<file path="src/rtl/tlc_ram.sv">
// Generic single-write, single-read RAM with a registered read port.
module tlc_ram #(
    parameter int WIDTH = 8,
    parameter int DEPTH = 16
) (
    input  logic                     i_clk,
    input  logic                     i_we,
    input  logic [$clog2(DEPTH)-1:0] i_waddr,
    input  logic [WIDTH-1:0]         i_wdata,
    input  logic                     i_re,
    input  logic [$clog2(DEPTH)-1:0] i_raddr,
    output logic [WIDTH-1:0]         o_rdata
);
    logic [WIDTH-1:0] r_mem [DEPTH];
    logic [WIDTH-1:0] r_rdata;

    // Write port and registered read port.
    always_ff @(posedge i_clk) begin
        if (i_we) begin
            r_mem[i_waddr] <= i_wdata;
        end
        if (i_re) begin
            r_rdata <= r_mem[i_raddr];
        end
    end

    assign o_rdata = r_rdata;
endmodule

</file>
<file path="config.mk">
export PLATFORM = sky130hd
export DESIGN_NAME = tlc_ram
export DESIGN_NICKNAME = d
export VERILOG_FILES = /design/src/rtl/tlc_ram.sv
export SDC_FILE = /design/constraint.sdc
export NUM_CORES = 1
export LEC_CHECK = 0
export BUFFER_PORTS_ARGS = -buffer_cell sky130_fd_sc_hd__buf_2
export CAP_MARGIN = 10
export CORE_UTILIZATION = 65
export CTS_CLUSTER_SIZE = 12
export DETAILED_ROUTE_END_ITERATION = 10
export GPL_TIMING_DRIVEN = 0
export PLACE_DENSITY = 0.84
export SYNTH_ARGS = -nofsm -noshare
export SYNTH_HDL_FRONTEND = slang
export SYNTH_SLANG_ARGS = --single-unit
</file>
<file path="constraint.sdc">
create_clock -name i_clk -period 3.2 [get_ports i_clk]
set_input_delay 0.16 -clock i_clk [delete_from_list [all_inputs] [get_ports i_clk]]
set_output_delay 0.16 -clock i_clk [all_outputs]
set_load 0.02 [all_outputs]
</file>
==> run metrics <==
# nets final 294; wire per inst 26.5 um; Via density just under 7; Die Ht 91.7 um; antenna-violating nets left 0; status completed; Synth cell types 18; maximum clock rate 0.605 GHz; total iterations of the first detailed-routing run 5; Ys Warns 0; worst IR drop on VDD 0.000506 V; number of buffers created by CTS 17; period utilization 0.516; Static Leak 0.00202 uW; WL final 10300 um; H-tree Lvls 4; Power Density 667 mW/mm^2; Post-Syn Area 0.00523 mm^2; Worst-Margin Slew 1.20 ns; commonest non-fill, non-tap cells in the layout 136 x edfxtp_1, 29 x buf_2, 18 x mux4_2, 16 x a22oi_1, 16 x clkbuf_16; minimum setup slack after placement between 1 and 1.5 ns; CTS Sinks ~140; Total Routing Usage GR 0.279; reg-to-reg slack, setup 1.55 ns; Via Count approximately 2600; CTS tree yes; ANT cells 0; Worst-path clk slew 0.06 ns; Starting DRT DRC Count 272; Synth Register Bits 136; share of cells above drive strength 1 0.285; first-pass GRT wire length roughly 16000 um; total gr overflow 0; Syn Nets 248; initial antenna violation count 0; Hold Path Depth 1; drt drc 0; kind of critical path reg2reg; worst r2r src r_mem[2][0]$_DFFE_PP_; placer congestion estimate 0.726; Final Critical Period 1.65 ns; pin count of the biggest net entering global routing 17; Resized Gates After CTS 0; hold endpoint r_mem[5][5]$_DFFE_PP_; insertion delay to the later sink of the worst-skew pair 0.53 ns; core area 0.00777 mm^2; vias in the first global route 2548; I/O pin count 27; synthesized instance count 229; Final setup viols 0; Syn Area/Cell 22.8 um^2; Max Root-Sink Buffers 2; CP endpoint kind register; CTS Root Cell clkbuf_8; reg-to-reg critical path endpoint o_rdata[0]$_DFFE_PP_; Hold WC Path Type in2reg; arrival time worst endpoint 1.92 ns; P&R area growth vs syn 15.7%; Slew HR 0.194; setup_tns 0 ns; worst r2r path cells 3; RSZ-0062 raised after global routing false; final core utilization 0.778; Final Worst Setup Slack 1.55 ns; IO buf count 25; Starting Density 0.673; CP Launch Type register; fillers 405; worst endpoint required time 3.46 ns; post-synthesis sequential area ratio 0.781; crit path launch r_mem[2][0]$_DFFE_PP_; most common cell after layout, fill and taps aside edfxtp_1; HP Start i_wdata[5]; crit-path max FO 1; Final Hold Fails 0; max-cap viol count 0; die area 0.00841 mm^2; chip width 91.7 um; DP HPWL ~6400 um; row cnt 32; Final Slew Violations 0; Setup Skew 0.00977 ns
-- kinds of logic (layout without fill, tap and decap cells) --
kind of cell / count (synthesis) / in the layout / share of synthesized area
simple gates: 35 / 35 / 0.0314
buf+inv: 10 / 69 / 0.0165
compound gates: 16 / 16 / 0.0230
mux: 32 / 32 / 0.148
flops: 136 / 136 / 0.781
-- layer usage --
metal,track usage,wire length (um)
met1,0.392,3980
met2,0.427,5230
met3,0.0829,916
met4,0.0992,214
met5,0,0
-- where the power goes --
group | total, uW | switching (uW) | internal [uW]
clock network | 1810 | 712 | 1100
registers | 2020 | 10.2 | 2010
logic | 201 | 123 | 78.4
-- worst max-delay path: stages (launching register included) --
cell      delay, ns
edfxtp_1       0.38
mux4_1         0.52
a22oi_1        0.36
nand2_1        0.12
-- what timing repair did --
item	CTS	global route
hold endpoints to repair	8	0
buffers inserted	0	0
hold buffers	1	0
-- cell usage after synthesis (all sizes together) --
master | count | area [um^2]
nor2b | 1 | 6.26
nand3 | 1 | 5.00
nor3 | 4 | 20.0
a22oi | 16 | 120
edfxtp | 136 | 4080
clkdlybuf4s25 | 3 | 30.0
nand3b | 2 | 15.0
and2b | 1 | 7.51
nand2b | 2 | 12.5
or3b | 1 | 8.76
nand2 | 9 | 33.8
mux4 | 32 | 773
nor2 | 13 | 48.8
and2 | 1 | 6.26
buf | 7 | 56.3
-- registers in the layout, summed over array words and instances (netlist names) --
| register | flops |
|---|---|
| r_mem | 128 |
| o_rdata | 8 |
-- cell type report --
| class | count | area (um^2) | share of cell area |
|---|---|---|---|
| sequential | 136 | 4080 | 0.675 |
| tap | 102 | 128 | 0.0211 |
| buffer | 10 | 86.3 | 0.0143 |
| clock inverter | 13 | 129 | 0.0213 |
| clock buffer | 19 | 422 | 0.0697 |
| timing repair buffer | 27 | 140 | 0.0232 |
| multi-input combinational | 83 | 1060 | 0.175 |
-- per-stage QoR --
step	hold WS [ns]	instance area [um^2]	instances	total power (uW)
2_1_floorplan	0.259	5230	229	2160
3_3_place_gp	0.496	5480	356	2240
3_5_place_dp	0.507	5480	356	2250
4_1_cts	0.00643	6040	389	4040
5_1_grt	0.0227	6050	390	4130
6_report	0.0211	6050	390	4030
-- how the worst max path moves through the flow --
stage	slack (ns)	end	cells past startpoint
finish	1.55	o_rdata[0]$_DFFE_PP_	3
global route	1.50	r_mem[0][0]$_DFFE_PP_	3
CTS	1.58	o_rdata[0]$_DFFE_PP_	3
detailed placement	1.07	r_mem[0][7]$_DFFE_PP_	3
global placement	1.02	r_mem[0][4]$_DFFE_PP_	3
floorplan	1.55	r_mem[0][0]$_DFFE_PP_	2
(Power assumes the default switching activity.)
